<file path="src/rtl/core/atl_pkg.sv">
package atl_pkg;

   // Longest token length that is counted; longer tokens are flagged
   localparam int unsigned MaxTokenLen = 128;

   // Result queue between front and back
   localparam int unsigned QueueDepth = 4;
   localparam int unsigned QueuePtrW  = $clog2(QueueDepth);
   localparam int unsigned QueueCntW  = $clog2(QueueDepth + 1);

   // Scanner states
   localparam logic [2:0] ST_IDLE  = 3'd0;
   localparam logic [2:0] ST_IDENT = 3'd1;
   localparam logic [2:0] ST_INT   = 3'd2;
   localparam logic [2:0] ST_DOT   = 3'd3;
   localparam logic [2:0] ST_FRAC  = 3'd4;

   // Byte classes
   localparam logic [2:0] CL_IGNORE = 3'd0;
   localparam logic [2:0] CL_LF     = 3'd1;
   localparam logic [2:0] CL_PUNCT  = 3'd2;
   localparam logic [2:0] CL_DIGIT  = 3'd3;
   localparam logic [2:0] CL_LETTER = 3'd4;

   // Token kinds
   localparam logic [2:0] KIND_PUNCT     = 3'd0;
   localparam logic [2:0] KIND_IDENT     = 3'd1;
   localparam logic [2:0] KIND_NUMBER    = 3'd2;
   localparam logic [2:0] KIND_MALFORMED = 3'd3;
   localparam logic [2:0] KIND_TOO_LONG  = 3'd4;

   localparam logic [7:0]  CHAR_LF   = 8'd10;
   localparam logic [7:0]  CHAR_DOT  = 8'd46;
   localparam logic [15:0] COUNT_MAX = 16'hFFFF;

   typedef struct packed {
      logic [7:0] char_in;
      logic       end_of_stream;
   } req_type;

   typedef struct packed {
      logic [2:0]  token_kind;
      logic [6:0]  punct_char;
      logic [7:0]  token_length;
      logic [15:0] token_line;
      logic [15:0] token_column;
      logic        last;
   } rsp_type;

   // Results caused by one byte: one or two
   typedef struct packed {
      logic    has_second;
      rsp_type first;
      rsp_type second;
   } entry_type;

   // Queue status seen by front and back
   typedef struct packed {
      logic full;
      logic empty;
   } queue_status_type;

   function automatic logic [2:0] classify(input logic [7:0] c);
      logic [2:0] cl;
      cl = CL_IGNORE;
      if (c == CHAR_LF) begin
         cl = CL_LF;
      end else if (c >= 8'd48 && c <= 8'd57) begin
         cl = CL_DIGIT;
      end else if ((c >= 8'd65 && c <= 8'd90) || (c >= 8'd97 && c <= 8'd122) ||
                   c == 8'd95) begin
         cl = CL_LETTER;
      end else begin
         unique case (c)
            8'd33, 8'd35, 8'd36, 8'd37, 8'd38, 8'd40, 8'd41, 8'd42, 8'd43,
            8'd44, 8'd45, 8'd46, 8'd47, 8'd58, 8'd59, 8'd60, 8'd61, 8'd62,
            8'd64, 8'd91, 8'd93, 8'd96, 8'd124: cl = CL_PUNCT;
            default: cl = CL_IGNORE;
         endcase
      end
      return cl;
   endfunction

endpackage

</file>
<file path="src/rtl/core/ascii_token_lexer.sv">
// A result is written into the queue when the byte that causes it transfers, and is then
// loaded into the output register once that register is empty or not stalled.
// Throughput: one byte per cycle while the queue is not full; the scanner state is
// registered on each accepted byte. A byte that yields two results uses the result port
// for each; a four-entry queue between scanner and output absorbs that and output stalls.
// Reset (synchronous, active high) returns the scanner to idle at line 1, column 0
// and empties the queue and output register.
module ascii_token_lexer (
   input  logic              clock,
   input  logic              reset,
   input  logic              req_valid,
   output logic              req_stall,
   input  atl_pkg::req_type  req_data,
   output logic              rsp_valid,
   input  logic              rsp_stall,
   output atl_pkg::rsp_type  rsp_data
);

   logic                       push;
   logic                       pop;
   atl_pkg::entry_type         push_entry;
   atl_pkg::entry_type         pop_entry;
   atl_pkg::queue_status_type  queue_status;

   assign req_stall = queue_status.full;

   atl_front u_front (
      .clock        (clock),
      .reset        (reset),
      .req_valid    (req_valid),
      .req_data     (req_data),
      .queue_status (queue_status),
      .push         (push),
      .push_entry   (push_entry)
   );

   atl_queue u_queue (
      .clock      (clock),
      .reset      (reset),
      .push       (push),
      .push_entry (push_entry),
      .pop        (pop),
      .pop_entry  (pop_entry),
      .status     (queue_status)
   );

   atl_back u_back (
      .clock        (clock),
      .reset        (reset),
      .pop_entry    (pop_entry),
      .queue_status (queue_status),
      .pop          (pop),
      .rsp_valid    (rsp_valid),
      .rsp_stall    (rsp_stall),
      .rsp_data     (rsp_data)
   );

endmodule

</file>
<file path="src/rtl/core/atl_front.sv">
module atl_front (
   input  logic                           clock,
   input  logic                           reset,
   input  logic                           req_valid,
   input  atl_pkg::req_type               req_data,
   input  atl_pkg::queue_status_type      queue_status,
   output logic                           push,
   output atl_pkg::entry_type             push_entry
);

   logic [2:0]  scan_state_ff, scan_state_in;
   logic [7:0]  pending_length_ff, pending_length_in;
   logic        too_long_ff, too_long_in;
   logic [15:0] current_line_ff, current_line_in;
   logic [15:0] current_column_ff, current_column_in;
   logic [15:0] start_line_ff, start_line_in;
   logic [15:0] start_column_ff, start_column_in;

   logic                accept;
   logic [2:0]          cl;
   logic [15:0]         col_next;
   logic                emit;
   logic                fresh;
   logic                punct;
   logic [2:0]          pend_kind;
   atl_pkg::rsp_type    pend_rsp;
   atl_pkg::rsp_type    punct_rsp;

   assign accept = req_valid && !queue_status.full;
   assign cl     = atl_pkg::classify(req_data.char_in);
   assign col_next = (current_column_ff < atl_pkg::COUNT_MAX) ?
                     current_column_ff + 16'd1 : current_column_ff;

   // Kind of the pending token if it ends now
   always_comb begin
      if (too_long_ff) begin
         pend_kind = atl_pkg::KIND_TOO_LONG;
      end else if (scan_state_ff == atl_pkg::ST_IDENT) begin
         pend_kind = atl_pkg::KIND_IDENT;
      end else if (scan_state_ff == atl_pkg::ST_DOT) begin
         pend_kind = atl_pkg::KIND_MALFORMED;
      end else begin
         pend_kind = atl_pkg::KIND_NUMBER;
      end
   end

   always_comb begin
      pend_rsp.token_kind   = pend_kind;
      pend_rsp.punct_char   = 7'd0;
      pend_rsp.token_length = pending_length_ff;
      pend_rsp.token_line   = start_line_ff;
      pend_rsp.token_column = start_column_ff;
      pend_rsp.last         = 1'b0;

      punct_rsp.token_kind   = atl_pkg::KIND_PUNCT;
      punct_rsp.punct_char   = req_data.char_in[6:0];
      punct_rsp.token_length = 8'd1;
      punct_rsp.token_line   = current_line_ff;
      punct_rsp.token_column = col_next;
      punct_rsp.last         = 1'b1;
   end

   // Scan one byte: extend, end or start a token
   always_comb begin
      scan_state_in     = scan_state_ff;
      pending_length_in = pending_length_ff;
      too_long_in       = too_long_ff;
      current_line_in   = current_line_ff;
      current_column_in = current_column_ff;
      start_line_in     = start_line_ff;
      start_column_in   = start_column_ff;
      emit  = 1'b0;
      fresh = 1'b0;
      punct = 1'b0;

      if (req_data.end_of_stream) begin
         if (scan_state_ff != atl_pkg::ST_IDLE) begin
            emit = 1'b1;
         end
      end else begin
         current_column_in = col_next;
         fresh = 1'b1;
         unique case (scan_state_ff)
            atl_pkg::ST_IDENT: begin
               if (cl == atl_pkg::CL_LETTER || cl == atl_pkg::CL_DIGIT) begin
                  fresh = 1'b0;
               end else begin
                  emit = 1'b1;
               end
            end
            atl_pkg::ST_INT: begin
               if (cl == atl_pkg::CL_DIGIT) begin
                  fresh = 1'b0;
               end else if (req_data.char_in == atl_pkg::CHAR_DOT) begin
                  fresh = 1'b0;
                  scan_state_in = atl_pkg::ST_DOT;
               end else begin
                  emit = 1'b1;
               end
            end
            atl_pkg::ST_DOT: begin
               if (cl == atl_pkg::CL_DIGIT) begin
                  fresh = 1'b0;
                  scan_state_in = atl_pkg::ST_FRAC;
               end else begin
                  emit = 1'b1;
               end
            end
            atl_pkg::ST_FRAC: begin
               if (cl == atl_pkg::CL_DIGIT) begin
                  fresh = 1'b0;
               end else begin
                  emit = 1'b1;
               end
            end
            default: begin
            end
         endcase

         // Append the byte to the pending token
         if (!fresh) begin
            if (pending_length_ff < 8'(atl_pkg::MaxTokenLen)) begin
               pending_length_in = pending_length_ff + 8'd1;
            end else begin
               too_long_in = 1'b1;
            end
         end
      end

      if (emit) begin
         scan_state_in     = atl_pkg::ST_IDLE;
         pending_length_in = 8'd0;
         too_long_in       = 1'b0;
      end

      // Handle the byte as if nothing were pending
      if (fresh) begin
         unique case (cl)
            atl_pkg::CL_LF: begin
               if (current_line_ff < atl_pkg::COUNT_MAX) begin
                  current_line_in = current_line_ff + 16'd1;
               end
               current_column_in = 16'd0;
            end
            atl_pkg::CL_PUNCT: begin
               punct = 1'b1;
            end
            atl_pkg::CL_LETTER, atl_pkg::CL_DIGIT: begin
               scan_state_in     = (cl == atl_pkg::CL_LETTER) ?
                                   atl_pkg::ST_IDENT : atl_pkg::ST_INT;
               pending_length_in = 8'd1;
               too_long_in       = 1'b0;
               start_line_in     = current_line_ff;
               start_column_in   = col_next;
            end
            default: begin
            end
         endcase
      end
   end

   // Pack the results of this byte for the queue
   always_comb begin
      push_entry.has_second = emit && punct;
      push_entry.first      = emit ? pend_rsp : punct_rsp;
      push_entry.first.last = !(emit && punct);
      push_entry.second     = punct_rsp;
      push = accept && (emit || punct);
   end

   always_ff @(posedge clock) begin
      if (reset) begin
         scan_state_ff     <= atl_pkg::ST_IDLE;
         pending_length_ff <= 8'd0;
         too_long_ff       <= 1'b0;
         current_line_ff   <= 16'd1;
         current_column_ff <= 16'd0;
         start_line_ff     <= 16'd1;
         start_column_ff   <= 16'd0;
      end else if (accept) begin
         scan_state_ff     <= scan_state_in;
         pending_length_ff <= pending_length_in;
         too_long_ff       <= too_long_in;
         current_line_ff   <= current_line_in;
         current_column_ff <= current_column_in;
         start_line_ff     <= start_line_in;
         start_column_ff   <= start_column_in;
      end
   end

endmodule

</file>
<file path="src/rtl/core/atl_queue.sv">
module atl_queue (
   input  logic                       clock,
   input  logic                       reset,
   input  logic                       push,
   input  atl_pkg::entry_type         push_entry,
   input  logic                       pop,
   output atl_pkg::entry_type         pop_entry,
   output atl_pkg::queue_status_type  status
);

   atl_pkg::entry_type                  store_ff [atl_pkg::QueueDepth];
   logic [atl_pkg::QueuePtrW-1:0]       wr_ptr_ff, wr_ptr_in;
   logic [atl_pkg::QueuePtrW-1:0]       rd_ptr_ff, rd_ptr_in;
   logic [atl_pkg::QueueCntW-1:0]       count_ff, count_in;

   assign status.full  = (count_ff == atl_pkg::QueueCntW'(atl_pkg::QueueDepth));
   assign status.empty = (count_ff == '0);
   assign pop_entry    = store_ff[rd_ptr_ff];

   // Advance pointers and occupancy
   always_comb begin
      wr_ptr_in = wr_ptr_ff;
      rd_ptr_in = rd_ptr_ff;
      count_in  = count_ff;
      if (push) begin
         wr_ptr_in = (wr_ptr_ff == atl_pkg::QueuePtrW'(atl_pkg::QueueDepth - 1)) ?
                     '0 : wr_ptr_ff + 1'b1;
      end
      if (pop) begin
         rd_ptr_in = (rd_ptr_ff == atl_pkg::QueuePtrW'(atl_pkg::QueueDepth - 1)) ?
                     '0 : rd_ptr_ff + 1'b1;
      end
      if (push && !pop) begin
         count_in = count_ff + 1'b1;
      end else if (pop && !push) begin
         count_in = count_ff - 1'b1;
      end
   end

   always_ff @(posedge clock) begin
      if (reset) begin
         wr_ptr_ff <= '0;
         rd_ptr_ff <= '0;
         count_ff  <= '0;
      end else begin
         wr_ptr_ff <= wr_ptr_in;
         rd_ptr_ff <= rd_ptr_in;
         count_ff  <= count_in;
      end
   end

   // Hold entries
   always_ff @(posedge clock) begin
      if (push) begin
         store_ff[wr_ptr_ff] <= push_entry;
      end
   end

endmodule

</file>
<file path="src/rtl/core/atl_back.sv">
module atl_back (
   input  logic                       clock,
   input  logic                       reset,
   input  atl_pkg::entry_type         pop_entry,
   input  atl_pkg::queue_status_type  queue_status,
   output logic                       pop,
   output logic                       rsp_valid,
   input  logic                       rsp_stall,
   output atl_pkg::rsp_type           rsp_data
);

   logic              out_valid_ff;
   atl_pkg::rsp_type  out_ff;
   logic              spare_valid_ff;
   atl_pkg::rsp_type  spare_ff;
   logic              load;

   assign load      = !out_valid_ff || !rsp_stall;
   assign pop       = load && !spare_valid_ff && !queue_status.empty;
   assign rsp_valid = out_valid_ff;
   assign rsp_data  = out_ff;

   // Control: drain the spare slot before taking a new entry
   always_ff @(posedge clock) begin
      if (reset) begin
         out_valid_ff   <= 1'b0;
         spare_valid_ff <= 1'b0;
      end else if (load) begin
         if (spare_valid_ff) begin
            out_valid_ff   <= 1'b1;
            spare_valid_ff <= 1'b0;
         end else if (!queue_status.empty) begin
            out_valid_ff   <= 1'b1;
            spare_valid_ff <= pop_entry.has_second;
         end else begin
            out_valid_ff   <= 1'b0;
         end
      end
   end

   // Payload: load the output register and the spare result
   always_ff @(posedge clock) begin
      if (load) begin
         if (spare_valid_ff) begin
            out_ff <= spare_ff;
         end else if (!queue_status.empty) begin
            out_ff   <= pop_entry.first;
            spare_ff <= pop_entry.second;
         end
      end
   end

endmodule

</file>
<file path="config.mk">
export PLATFORM = sky130hd
export DESIGN_NAME = ascii_token_lexer
export DESIGN_NICKNAME = d
export VERILOG_FILES = /design/src/rtl/core/atl_pkg.sv /design/src/rtl/core/ascii_token_lexer.sv /design/src/rtl/core/atl_front.sv /design/src/rtl/core/atl_queue.sv /design/src/rtl/core/atl_back.sv
export SDC_FILE = /design/constraint.sdc
export NUM_CORES = 1
export LEC_CHECK = 0
export ABC_CLOCK_PERIOD_IN_PS = 6200
export CAP_MARGIN = 10
export CELL_PAD_IN_SITES_DETAIL_PLACEMENT = 0
export CELL_PAD_IN_SITES_GLOBAL_PLACEMENT = 1
export CORE_MARGIN = 5
export CORE_UTILIZATION = 45
export CTS_CLUSTER_DIAMETER = 60
export DETAILED_ROUTE_END_ITERATION = 8
export DONT_BUFFER_PORTS = 1
export GPL_ROUTABILITY_DRIVEN = 1
export HOLD_SLACK_MARGIN = 0.08
export PLACE_DENSITY_LB_ADDON = 0.1
export SYNTH_ARGS = -nofsm -noshare
export SYNTH_HDL_FRONTEND = slang
export SYNTH_HIERARCHICAL = 1
export SYNTH_SLANG_ARGS = --single-unit
</file>
<file path="constraint.sdc">
create_clock -name clock -period 6.2 [get_ports clock]
set_input_delay 1.24 -clock clock [delete_from_list [all_inputs] [get_ports clock]]
set_output_delay 1.24 -clock clock [all_outputs]
set_load 0.01 [all_outputs]
</file>
==> results of run 1 <==
worst paths after layout:
path                              from  cells after the start                        end  slack (ns)
min reg2reg  u_front/start_line_ff[13]                      2  u_front/start_line_ff[13]        0.47
min          u_front/start_line_ff[13]                      2  u_front/start_line_ff[13]        0.47
max reg2reg   u_front/scan_state_ff[0]                      8     u_queue/store_ff[0][0]        2.52
max                        req_data[4]                      8     u_queue/store_ff[0][0]        2.05
kinds of logic after synthesis:
kind of cell    Yosys count  synth area share
compound gates          138            0.0367
xor+xnor                 27           0.00994
fa+ha+maj                10           0.00557
buf+inv                 111            0.0299
flops                   601             0.722
mux                     190             0.138
other cells               2          0.000316
simple gates            259            0.0573
power by group through the flow:
| stage | clock network, mW | registers (mW) | logic, mW |
|---|---|---|---|
| floorplan | 0 | 5.36 | 1.27 |
| global placement | 0 | 5.49 | 1.58 |
| detailed placement | 0 | 5.50 | 1.59 |
| CTS | 3.80 | 5.42 | 1.60 |
| global route | 3.98 | 5.46 | 1.67 |
| finish | 3.70 | 5.40 | 1.54 |
metal layers:
layer  wire [µm]  track usage  up-vias
li1            -            -     5304
met1       22300        0.243     6041
met2       24100        0.289      198
met3        2200       0.0341       63
met4         746       0.0344        0
met5           0            0        -
area by class of cell:
cell class | instances | area (µm²) | area share
tap | 688 | 861 | 0.0326
clock inverter | 41 | 423 | 0.0160
clock buffer | 72 | 1600 | 0.0605
timing repair buffer | 22 | 240 | 0.00910
inverter | 20 | 75.1 | 0.00284
multi-input combinational | 636 | 6020 | 0.228
sequential | 601 | 17200 | 0.651
placed cells by master (no fill, tap or decap), drive strengths merged, types with 22 or more instances in the layout:
master  synthesis  final
edfxtp        514    514
inv            20     22
buf            58     22
o21ai          37     37
clkinv          0     28
nor3           39     39
nor2           61     61
nand3          37     37
mux2           80     80
nand2          29     29
mux4          103    103
a21oi          52     52
clkbuf         33     72
dfxtp          87     87
state kept, by name, summed over array words and instances, names as in the netlist, 8 cells and up, named ones only:
signal / count
u_front/start_line_ff: 16
u_front/current_column_ff: 16
u_back/spare_ff: 51
u_front/pending_length_ff: 8
u_front/start_column_ff: 16
u_back/rsp_data: 51
u_queue/store_ff: 412
u_front/current_line_ff: 16
critical path, delay by kind of cell:
kind | cells | cell delay [ns]
compound gates | 3 | 1.02
simple gates | 4 | 1.73
buf+inv | 1 | 0.43
==> impl_metrics.xml, run 1 <==
<?xml version="1.0" encoding="UTF-8"?>
<metrics>
  <group name="status">
    <metric name="status" unit="">complete, no violations</metric>
  </group>
  <group name="finish">
    <metric name="layout-drive-gt1-share" unit="">0.231</metric>
    <metric name="instances_no_fill" unit="">2080</metric>
    <metric name="number_of_fill_cells_in_the_layout" unit="">4281</metric>
    <metric name="design_area" unit="µm²">26400</metric>
    <metric name="nNetsFinal" unit="">1364</metric>
    <metric name="count_of_antenna_diodes_in_the_layout" unit="">0</metric>
    <metric name="post-route-util" unit="">0.503</metric>
    <metric name="layout_overhead_on_the_synthesized_area" unit="%">11.0</metric>
  </group>
  <group name="route">
    <metric name="drc" unit="">0</metric>
    <metric name="detailedRoute.firstPassIterationCount" unit="">4</metric>
    <metric name="ant_nets" unit="">0</metric>
    <metric name="initialDrtViolationCount" unit="">808</metric>
    <metric name="detail_route.wirelength" unit="mm">49.3</metric>
    <metric name="post_drt_via_cell_ratio" unit="">5.58</metric>
    <metric name="drt-wirelength-per-cell" unit="µm">23.7</metric>
    <metric name="number_of_vias_in_the_routed_layout" unit="">11600</metric>
  </group>
  <group name="synth">
    <metric name="ys_async_sr_fraction" unit="">0</metric>
    <metric name="post_synth_main_area_contributors" unit="">sky130_fd_sc_hd__edfxtp_1, sky130_fd_sc_hd__mux4_2, sky130_fd_sc_hd__dfxtp_1</metric>
    <metric name="synth-main-ff-cell" unit="">sky130_fd_sc_hd__edfxtp_1</metric>
    <metric name="synth_commonest_cells" unit="">sky130_fd_sc_hd__edfxtp_1, sky130_fd_sc_hd__mux4_2, sky130_fd_sc_hd__dfxtp_1</metric>
    <metric name="post-synth-top-count-cell" unit="">sky130_fd_sc_hd__edfxtp_1</metric>
    <metric name="synthesis.instances" unit="">1338</metric>
    <metric name="yosys.cell_types.count" unit="">66</metric>
    <metric name="syn-mean-instance-area" unit="µm²">17.8</metric>
    <metric name="synth-edff-count" unit="">514</metric>
    <metric name="synthDominantAreaCellType" unit="">sky130_fd_sc_hd__edfxtp_1</metric>
    <metric name="synth_warnings" unit="">6</metric>
    <metric name="synth_seq_area_share" unit="">0.722</metric>
    <metric name="post_synth_instance_area" unit="µm²">23800</metric>
    <metric name="ys_ff_latch" unit="">601</metric>
    <metric name="yosysTopAreaCellShare" unit="">0.649</metric>
  </group>
  <group name="placed_design">
    <metric name="placement.io_buffers" unit="">0</metric>
    <metric name="hpwl" unit="mm">27.6</metric>
    <metric name="dpl-instance-area" unit="µm²">24400</metric>
    <metric name="place_worst_setup_slack" unit="ns">1.40</metric>
    <metric name="dpl.cell_count" unit="">1967</metric>
    <metric name="gp_congestion" unit="">0.727</metric>
  </group>
  <group name="power">
    <metric name="cellLeakagePower" unit="nW">8.45</metric>
    <metric name="ir_worst_vdd" unit="V">0.000251</metric>
    <metric name="netSwitchingPower" unit="mW">2.70</metric>
    <metric name="cell_internal_pwr" unit="mW">7.93</metric>
    <metric name="switching_share" unit="">0.254</metric>
    <metric name="p_total" unit="mW">10.6</metric>
    <metric name="power.clock.fraction" unit="">0.348</metric>
    <metric name="pwr_density_cell" unit="nW/µm²">403</metric>
    <metric name="power.sequential.fraction" unit="">0.508</metric>
    <metric name="comb_power_share" unit="">0.144</metric>
  </group>
  <group name="critical_path">
    <metric name="critical_path_sink_type" unit="">flip-flop</metric>
    <metric name="crit_arrival" unit="ns">4.43</metric>
    <metric name="crit_fanout" unit="">40</metric>
    <metric name="critPathMaxStageDelay" unit="ns">0.74</metric>
    <metric name="cp_slowest_cell" unit="">sky130_fd_sc_hd__and2_4</metric>
    <metric name="crit_path_frequent_cell" unit="">sky130_fd_sc_hd__a21oi_1</metric>
    <metric name="cp_cell_sequence" unit="">or4_1 -&gt; a21oi_1 -&gt; o21a_1 -&gt; nand2_1 -&gt; or3_1 -&gt; a21oi_1 -&gt; and2_4 -&gt; buf_4</metric>
    <metric name="critPathLaunchType" unit="">input pin</metric>
    <metric name="path_type_of_the_worst_setup_path" unit="">in -&gt; reg</metric>
    <metric name="cp_data_required_time" unit="ns">6.48</metric>
  </group>
  <group name="global_routing">
    <metric name="first_pass_grt_wire_length" unit="mm">76.2</metric>
    <metric name="largest_net_degree_at_the_start_of_global_routing" unit="">80</metric>
    <metric name="grt_antenna_before_repair" unit="">0</metric>
    <metric name="grt.total_usage" unit="">0.174</metric>
    <metric name="gr-total-overflow" unit="">0</metric>
    <metric name="grt_pass1_vias" unit="">12100</metric>
  </group>
  <group name="clock_network">
    <metric name="cts-buffers-inserted" unit="">60</metric>
    <metric name="clock_latency" unit="ns">0.61</metric>
    <metric name="cts.htree.levels" unit="">2</metric>
    <metric name="path_clk_slew" unit="ns">0.06</metric>
    <metric name="cts_tree" unit="">done</metric>
    <metric name="root_buffer" unit="">sky130_fd_sc_hd__clkbuf_16</metric>
    <metric name="cts_setup_buffers" unit="">0</metric>
    <metric name="post_cts_hold_buffer_count" unit="">0</metric>
    <metric name="clock_tree.buffer_depth" unit="">3</metric>
    <metric name="post_cts.resized_instances" unit="">0</metric>
    <metric name="clkSinkCount" unit="">601</metric>
  </group>
  <group name="min_path">
    <metric name="holdCritPathClass" unit="">reg -&gt; reg</metric>
  </group>
  <group name="die">
    <metric name="core_region_area" unit="µm²">52400</metric>
    <metric name="floorplan.die.height" unit="µm">240</metric>
    <metric name="die-area" unit="µm²">57600</metric>
    <metric name="design.portCount" unit="">66</metric>
    <metric name="fp-row-count" unit="">84</metric>
    <metric name="initial_utilization" unit="">0.454</metric>
    <metric name="die_x" unit="µm">240</metric>
  </group>
  <group name="run">
    <metric name="maxCapViolations" unit="">0</metric>
  </group>
  <group name="timing">
    <metric name="timing.final.hold_violations" unit="">0</metric>
    <metric name="setup_viol_count_final" unit="">0</metric>
    <metric name="hold_slack" unit="ns">0.469</metric>
    <metric name="worst_slack" unit="ns">2.05</metric>
    <metric name="timing_worst_slew_pin_value" unit="ns">1.16</metric>
    <metric name="post-route-period-util" unit="">0.669</metric>
    <metric name="relSlewSlack" unit="">0.225</metric>
    <metric name="final.min_clock_period" unit="ns">4.15</metric>
    <metric name="rsz0062_at_grt" unit="">false</metric>
    <metric name="clock-skew-final" unit="ns">0.0147</metric>
    <metric name="final-max-slew-violation-count" unit="">0</metric>
    <metric name="totalNegativeSetupSlack" unit="ns">0</metric>
    <metric name="timing.fmax" unit="MHz">241</metric>
  </group>
</metrics>
No activity file was read; power rests on OpenSTA's default activity.
==> run 2, diff against run 1 <==
- ABC_CLOCK_PERIOD_IN_PS: 6200 -> 3830
- clock period: 6.2 -> 3.83 ns (I/O delays scaled with it)
==> run 2 against run 1 <==
Against the previous run: sequential power increased by 61%; flip-flop and latch count unchanged; sequential share of layout area fell by 0.86 points; clock power is 63% higher; clock skew is 0.0064 ns higher; global-route usage grew 0.17 points; wire length up 0.56%; count of clock-buffer cells in the layout rose by 23; total power rose by 63%; final cell count up 1.3%; largest power group unchanged.
==> impl_metrics.xml, run 2 (same netlist as run 1, synthesis figures left out) <==
<?xml version="1.0" encoding="UTF-8"?>
<metrics>
  <group name="status">
    <metric name="status" unit="">complete, no violations</metric>
  </group>
  <group name="timing">
    <metric name="clock-skew-final" unit="ns">0.0211</metric>
    <metric name="post-route-period-util" unit="">0.839</metric>
    <metric name="timing.fmax" unit="MHz">311</metric>
    <metric name="hold_slack" unit="ns">0.269</metric>
    <metric name="final.min_clock_period" unit="ns">3.21</metric>
    <metric name="final-max-slew-violation-count" unit="">0</metric>
    <metric name="setup_viol_count_final" unit="">0</metric>
    <metric name="relSlewSlack" unit="">0.308</metric>
    <metric name="rsz0062_at_grt" unit="">false</metric>
    <metric name="timing.final.hold_violations" unit="">0</metric>
    <metric name="timing_worst_slew_pin_value" unit="ns">1.04</metric>
  </group>
  <group name="finish">
    <metric name="nNetsFinal" unit="">1391</metric>
    <metric name="layout-drive-gt1-share" unit="">0.242</metric>
    <metric name="most_common_library_cell_in_the_layout_ignoring_fill_and_taps" unit="">sky130_fd_sc_hd__edfxtp_1</metric>
    <metric name="instances_no_fill" unit="">2107</metric>
    <metric name="largest_register_ffs" unit="">412</metric>
    <metric name="design_area" unit="µm²">26800</metric>
    <metric name="most-common-layout-cells" unit="">sky130_fd_sc_hd__edfxtp_1, sky130_fd_sc_hd__mux4_2, sky130_fd_sc_hd__dfxtp_1</metric>
    <metric name="count_of_antenna_diodes_in_the_layout" unit="">0</metric>
    <metric name="regMostFlops" unit="">u_queue/store_ff</metric>
    <metric name="layout_overhead_on_the_synthesized_area" unit="%">12.5</metric>
  </group>
  <group name="route">
    <metric name="drt-wirelength-per-cell" unit="µm">23.5</metric>
    <metric name="ant_nets" unit="">0</metric>
    <metric name="detailedRoute.firstPassIterationCount" unit="">5</metric>
    <metric name="drc" unit="">0</metric>
    <metric name="post_drt_via_cell_ratio" unit="">5.55</metric>
    <metric name="initialDrtViolationCount" unit="">709</metric>
    <metric name="number_of_vias_in_the_routed_layout" unit="">11700</metric>
    <metric name="detail_route.wirelength" unit="mm">49.6</metric>
  </group>
  <group name="critical_path">
    <metric name="crit_fanout" unit="">12</metric>
    <metric name="cp_slowest_cell" unit="">sky130_fd_sc_hd__dfxtp_1</metric>
    <metric name="critical_path_sink_type" unit="">flip-flop</metric>
    <metric name="crit_path_frequent_cell" unit="">sky130_fd_sc_hd__or3_1</metric>
    <metric name="cp.buffers_inverters" unit="">1</metric>
    <metric name="r2r_end" unit="">u_queue/count_ff[2]</metric>
    <metric name="cp_data_required_time" unit="ns">4.35</metric>
    <metric name="critPathLaunchType" unit="">flip-flop</metric>
    <metric name="path_type_of_the_worst_setup_path" unit="">reg -&gt; reg</metric>
    <metric name="critPathMaxStageDelay" unit="ns">0.55</metric>
    <metric name="crit_arrival" unit="ns">3.73</metric>
    <metric name="startpoint" unit="">u_front/scan_state_ff[0]</metric>
    <metric name="timing.rr.start" unit="">u_front/scan_state_ff[0]</metric>
    <metric name="cp_cell_sequence" unit="">and3b_1 -&gt; a22oi_1 -&gt; o22a_1 -&gt; nand2_1 -&gt; or3_1 -&gt; a21oi_4 -&gt; ha_1 -&gt; inv_1 -&gt; fa_1 -&gt; xor2_1 -&gt; or3_1 -&gt; a21oi_1</metric>
    <metric name="path_delay_family" unit="">simple AND/OR/NAND/NOR gates</metric>
    <metric name="ff2ff_path_depth" unit="">12</metric>
    <metric name="setup_slack_on_the_worst_flop_to_flop_path" unit="ns">0.62</metric>
  </group>
  <group name="clock_network">
    <metric name="cts_tree" unit="">done</metric>
    <metric name="clock_tree.buffer_depth" unit="">3</metric>
    <metric name="clkSinkCount" unit="">601</metric>
    <metric name="path_clk_slew" unit="ns">0.06</metric>
    <metric name="cts.htree.levels" unit="">3</metric>
    <metric name="cts_setup_buffers" unit="">0</metric>
    <metric name="cts-buffers-inserted" unit="">66</metric>
    <metric name="clock_latency" unit="ns">0.59</metric>
    <metric name="root_buffer" unit="">sky130_fd_sc_hd__clkbuf_16</metric>
    <metric name="post_cts_hold_buffer_count" unit="">0</metric>
    <metric name="post_cts.resized_instances" unit="">0</metric>
  </group>
  <group name="global_routing">
    <metric name="grt_antenna_before_repair" unit="">1</metric>
    <metric name="largest_net_degree_at_the_start_of_global_routing" unit="">80</metric>
    <metric name="gr-total-overflow" unit="">0</metric>
    <metric name="first_pass_grt_wire_length" unit="mm">76.6</metric>
    <metric name="grt_pass1_vias" unit="">12200</metric>
    <metric name="grt.total_usage" unit="">0.175</metric>
  </group>
  <group name="placed_design">
    <metric name="dpl-instance-area" unit="µm²">24700</metric>
    <metric name="hpwl" unit="mm">27.2</metric>
    <metric name="placement.io_buffers" unit="">0</metric>
    <metric name="gp_congestion" unit="">0.769</metric>
    <metric name="dpl.cell_count" unit="">1988</metric>
  </group>
  <group name="min_path">
    <metric name="min-delay-start" unit="">reset</metric>
    <metric name="holdCritPathClass" unit="">in -&gt; reg</metric>
    <metric name="hold_path_depth" unit="">1</metric>
    <metric name="min_to" unit="">u_back/rsp_valid</metric>
  </group>
  <group name="die">
    <metric name="fp-row-count" unit="">84</metric>
    <metric name="die-area" unit="µm²">57600</metric>
    <metric name="core_region_area" unit="µm²">52400</metric>
    <metric name="design.portCount" unit="">66</metric>
    <metric name="floorplan.die.height" unit="µm">240</metric>
    <metric name="die_x" unit="µm">240</metric>
    <metric name="initial_utilization" unit="">0.454</metric>
  </group>
  <group name="run">
    <metric name="maxCapViolations" unit="">0</metric>
  </group>
  <group name="power">
    <metric name="ir_worst_vdd" unit="V">0.000761</metric>
    <metric name="cellLeakagePower" unit="nW">8.61</metric>
    <metric name="pwr_density_cell" unit="nW/µm²">649</metric>
  </group>
</metrics>
==> run 2: final cells by class <==
class / count / area, µm²
fillers: 4228 / 25700
flip-flops and latches: 601 / 17200
multi-input cells: 636 / 6020
clock buffers: 95 / 1850
well taps: 688 / 861
repair buffers: 43 / 573
clock inverters: 24 / 195
inverters: 20 / 75.1
==> run 2: how the worst max path moves through the flow <==
| stage | endpoint | slack, ns | cells past startpoint |
|---|---|---|---|
| after global placement | u_queue/count_ff[2] | 0.12 | 12 |
| final | u_queue/count_ff[2] | 0.62 | 12 |
| after global routing | u_queue/count_ff[2] | 0.44 | 12 |
| after CTS | u_queue/count_ff[2] | 0.64 | 12 |
| after detailed placement | u_queue/count_ff[2] | 0.08 | 12 |
| after floorplan | u_queue/store_ff[3][0] | -0.51 | 9 |
==> run 2: worst register-to-register path: stages, from the launching register on <==
cell and delay, ns:
sky130_fd_sc_hd__dfxtp_1 0.55, sky130_fd_sc_hd__and3b_1 0.23, sky130_fd_sc_hd__a22oi_1 0.14, sky130_fd_sc_hd__o22a_1 0.28, sky130_fd_sc_hd__nand2_1 0.07, sky130_fd_sc_hd__or3_1 0.44
sky130_fd_sc_hd__a21oi_4 0.20, sky130_fd_sc_hd__ha_1 0.20, sky130_fd_sc_hd__inv_1 0.06, sky130_fd_sc_hd__fa_1 0.37, sky130_fd_sc_hd__xor2_1 0.15, sky130_fd_sc_hd__or3_1 0.31
sky130_fd_sc_hd__a21oi_1 0.14
==> run 2: metrics by stage <==
stage,TNS [ns],power (mW),worst slack [ns],utilization
after detailed placement,0,11.6,0.0769,0.471
after floorplan,-159.02,10.7,-0.515,-
final,0,17.4,0.616,0.510
after CTS,0,17.7,0.638,0.510
after global placement,0,11.6,0.124,0.471
after global routing,0,18.1,0.442,0.510
==> run 2: per-layer routing <==
metal | global-route usage | wire length (µm) | up-vias
li1 | - | - | 5337
met1 | 0.241 | 22400 | 6090
met2 | 0.289 | 24300 | 204
met3 | 0.0331 | 1900 | 54
met4 | 0.0526 | 881 | 2
met5 | 0 | 13 | -
==> run 2: report_power, final <==
group,switching [mW],internal [mW]
sequential,0.531,8.18
combinational,1.42,1.21
clock,2.46,3.57
total,4.41,13.0
==> run 3, diff against run 2 <==
- ABC_CLOCK_PERIOD_IN_PS: 3830 -> 3200
- clock period: 3.83 -> 3.2 ns (I/O delays scaled with it)
==> run 3 against run 2 <==
Against the previous run: largest power group unchanged; global-route usage decreased by 0.14 points; worst hold slack worse by 0.15 ns; sequential share of layout area decreased by 1.3 points; clock power is 26% higher; count of clock-buffer cells in the layout is 15 lower; highest routed layer is now met4; cell area increased by 2.1%; non-clock buffer count rose by 40.
==> impl_metrics.xml, run 3 (same netlist as run 1, synthesis figures left out) <==
<?xml version="1.0" encoding="UTF-8"?>
<metrics>
  <group name="status">
    <metric name="status" unit="">complete, no violations</metric>
  </group>
  <group name="placed_design">
    <metric name="dpl.cell_count" unit="">2028</metric>
    <metric name="hpwl" unit="mm">29.0</metric>
    <metric name="placement.io_buffers" unit="">0</metric>
    <metric name="gp_congestion" unit="">0.750</metric>
    <metric name="dpl-instance-area" unit="µm²">25100</metric>
  </group>
  <group name="critical_path">
    <metric name="critPathLaunchType" unit="">input pin</metric>
    <metric name="cp_data_required_time" unit="ns">3.72</metric>
    <metric name="path_type_of_the_worst_setup_path" unit="">in -&gt; reg</metric>
    <metric name="crit_arrival" unit="ns">3.44</metric>
    <metric name="critical_path_sink_type" unit="">flip-flop</metric>
    <metric name="timing.rr.start" unit="">u_front/scan_state_ff[0]</metric>
    <metric name="r2r_end" unit="">u_queue/count_ff[2]</metric>
    <metric name="startpoint" unit="">req_data[1]</metric>
    <metric name="setup_slack_on_the_worst_flop_to_flop_path" unit="ns">0.35</metric>
    <metric name="ff2ff_path_depth" unit="">12</metric>
    <metric name="crit_fanout" unit="">13</metric>
  </group>
  <group name="timing">
    <metric name="relSlewSlack" unit="">0.313</metric>
    <metric name="rsz0062_at_grt" unit="">false</metric>
    <metric name="setup_viol_count_final" unit="">0</metric>
    <metric name="timing.final.hold_violations" unit="">0</metric>
    <metric name="timing_worst_slew_pin_value" unit="ns">1.03</metric>
    <metric name="final.min_clock_period" unit="ns">2.92</metric>
    <metric name="post-route-period-util" unit="">0.913</metric>
    <metric name="clock-skew-final" unit="ns">0.0217</metric>
    <metric name="hold_slack" unit="ns">0.119</metric>
    <metric name="final-max-slew-violation-count" unit="">0</metric>
    <metric name="timing.fmax" unit="MHz">342</metric>
  </group>
  <group name="global_routing">
    <metric name="gr-total-overflow" unit="">0</metric>
    <metric name="largest_net_degree_at_the_start_of_global_routing" unit="">80</metric>
    <metric name="grt_pass1_vias" unit="">12500</metric>
    <metric name="grt_antenna_before_repair" unit="">0</metric>
    <metric name="first_pass_grt_wire_length" unit="mm">76.3</metric>
    <metric name="grt.total_usage" unit="">0.174</metric>
  </group>
  <group name="route">
    <metric name="detail_route.wirelength" unit="mm">49.2</metric>
    <metric name="post_drt_via_cell_ratio" unit="">5.53</metric>
    <metric name="drt-wirelength-per-cell" unit="µm">22.9</metric>
    <metric name="detailedRoute.firstPassIterationCount" unit="">5</metric>
    <metric name="initialDrtViolationCount" unit="">864</metric>
    <metric name="ant_nets" unit="">0</metric>
    <metric name="number_of_vias_in_the_routed_layout" unit="">11900</metric>
    <metric name="drc" unit="">0</metric>
  </group>
  <group name="clock_network">
    <metric name="root_buffer" unit="">sky130_fd_sc_hd__clkbuf_16</metric>
    <metric name="cts-buffers-inserted" unit="">67</metric>
    <metric name="path_clk_slew" unit="ns">0.06</metric>
    <metric name="clock_latency" unit="ns">0.59</metric>
    <metric name="clkSinkCount" unit="">601</metric>
    <metric name="post_cts.resized_instances" unit="">0</metric>
    <metric name="cts_setup_buffers" unit="">0</metric>
    <metric name="post_cts_hold_buffer_count" unit="">0</metric>
    <metric name="cts.htree.levels" unit="">3</metric>
    <metric name="cts_tree" unit="">done</metric>
    <metric name="clock_tree.buffer_depth" unit="">3</metric>
  </group>
  <group name="finish">
    <metric name="largest_register_ffs" unit="">412</metric>
    <metric name="most_common_library_cell_in_the_layout_ignoring_fill_and_taps" unit="">sky130_fd_sc_hd__edfxtp_1</metric>
    <metric name="nNetsFinal" unit="">1432</metric>
    <metric name="layout_overhead_on_the_synthesized_area" unit="%">14.8</metric>
    <metric name="count_of_antenna_diodes_in_the_layout" unit="">0</metric>
    <metric name="regMostFlops" unit="">u_queue/store_ff</metric>
    <metric name="design_area" unit="µm²">27300</metric>
    <metric name="instances_no_fill" unit="">2148</metric>
    <metric name="layout-drive-gt1-share" unit="">0.273</metric>
    <metric name="most-common-layout-cells" unit="">sky130_fd_sc_hd__edfxtp_1, sky130_fd_sc_hd__mux4_2, sky130_fd_sc_hd__dfxtp_1</metric>
  </group>
  <group name="min_path">
    <metric name="holdCritPathClass" unit="">in -&gt; reg</metric>
    <metric name="hold_path_depth" unit="">1</metric>
    <metric name="min-delay-start" unit="">reset</metric>
    <metric name="min_to" unit="">u_back/rsp_valid</metric>
  </group>
  <group name="die">
    <metric name="initial_utilization" unit="">0.454</metric>
    <metric name="die_x" unit="µm">240</metric>
    <metric name="fp-row-count" unit="">84</metric>
    <metric name="core_region_area" unit="µm²">52400</metric>
    <metric name="design.portCount" unit="">66</metric>
    <metric name="floorplan.die.height" unit="µm">240</metric>
    <metric name="die-area" unit="µm²">57600</metric>
  </group>
  <group name="run">
    <metric name="maxCapViolations" unit="">0</metric>
  </group>
  <group name="power">
    <metric name="power.clock.fraction" unit="">0.357</metric>
    <metric name="comb_power_share" unit="">0.155</metric>
    <metric name="power.sequential.fraction" unit="">0.488</metric>
    <metric name="switching_share" unit="">0.253</metric>
    <metric name="ir_worst_vdd" unit="V">0.000528</metric>
    <metric name="cell_internal_pwr" unit="mW">15.9</metric>
    <metric name="netSwitchingPower" unit="mW">5.38</metric>
    <metric name="p_total" unit="mW">21.3</metric>
    <metric name="cellLeakagePower" unit="nW">8.89</metric>
    <metric name="pwr_density_cell" unit="nW/µm²">778</metric>
  </group>
</metrics>
run 3: cell types whose count changed in the layout (fill, tap and decap cells not counted), sizes merged:
cell      delta
buf         +40
bufinv       +5
clkinv       +2
clkbuf      -15
inv          +5
clkinvlp     +4
run 3: per-stage QoR:
step | utilization | setup TNS [ns] | setup WS [ns]
6_report | 0.521 | 0 | 0.280
5_1_grt | 0.521 | 0 | 0.164
4_1_cts | 0.521 | 0 | 0.309
3_5_place_dp | 0.479 | -30.90 | -0.300
3_3_place_gp | 0.479 | -7.15 | -0.253
2_1_floorplan | - | -163.34 | -0.396
run 3: layer usage:
| metal | wire length, µm | GRT usage | vias up |
|---|---|---|---|
| met5 | 0 | 0 | - |
| met2 | 23800 | 0.281 | 215 |
| met4 | 892 | 0.0509 | 0 |
| met1 | 22800 | 0.247 | 6167 |
| li1 | - | - | 5435 |
| met3 | 1810 | 0.0297 | 63 |
run 3: final cells by class:
class                      count  area [µm²]
fill                        4218       25100
inverter                      20        75.1
clock inverter                40         439
sequential                   601       17200
multi-input combinational    636        6050
clock buffer                  80        1750
timing repair buffer          83         961
tap                          688         861
run 3: worst max-delay path by stage:
| stage | end | depth (start not counted) |
|---|---|---|
| 4_1_cts | u_queue/count_ff[2] | 12 |
| 2_1_floorplan | u_queue/store_ff[1][0] | 9 |
| 6_report | u_queue/count_ff[2] | 12 |
| 3_3_place_gp | u_queue/count_ff[2] | 12 |
| 3_5_place_dp | u_queue/count_ff[2] | 12 |
| 5_1_grt | u_queue/count_ff[2] | 12 |
run 3: critical path, stage by stage:
cell and delay (ns):
sky130_fd_sc_hd__or4_4 0.54, sky130_fd_sc_hd__o32ai_1 0.31, sky130_fd_sc_hd__o2bb2ai_1 0.15, sky130_fd_sc_hd__a21oi_1 0.07, sky130_fd_sc_hd__or3_1 0.40, sky130_fd_sc_hd__a21oi_4 0.17, sky130_fd_sc_hd__ha_2 0.20, sky130_fd_sc_hd__inv_1 0.05
sky130_fd_sc_hd__fa_2 0.33, sky130_fd_sc_hd__xor2_1 0.16, sky130_fd_sc_hd__or3_1 0.31, sky130_fd_sc_hd__a21oi_1 0.12
run 3: power by group through the flow:
stage	Sequential (mW)	Combinational [mW]	Clock [mW]
detailed placement	10.6	3.40	0
global route	10.5	3.58	8.16
floorplan	10.3	2.50	0
global placement	10.6	3.40	0
finish	10.4	3.29	7.58
CTS	10.4	3.42	7.83
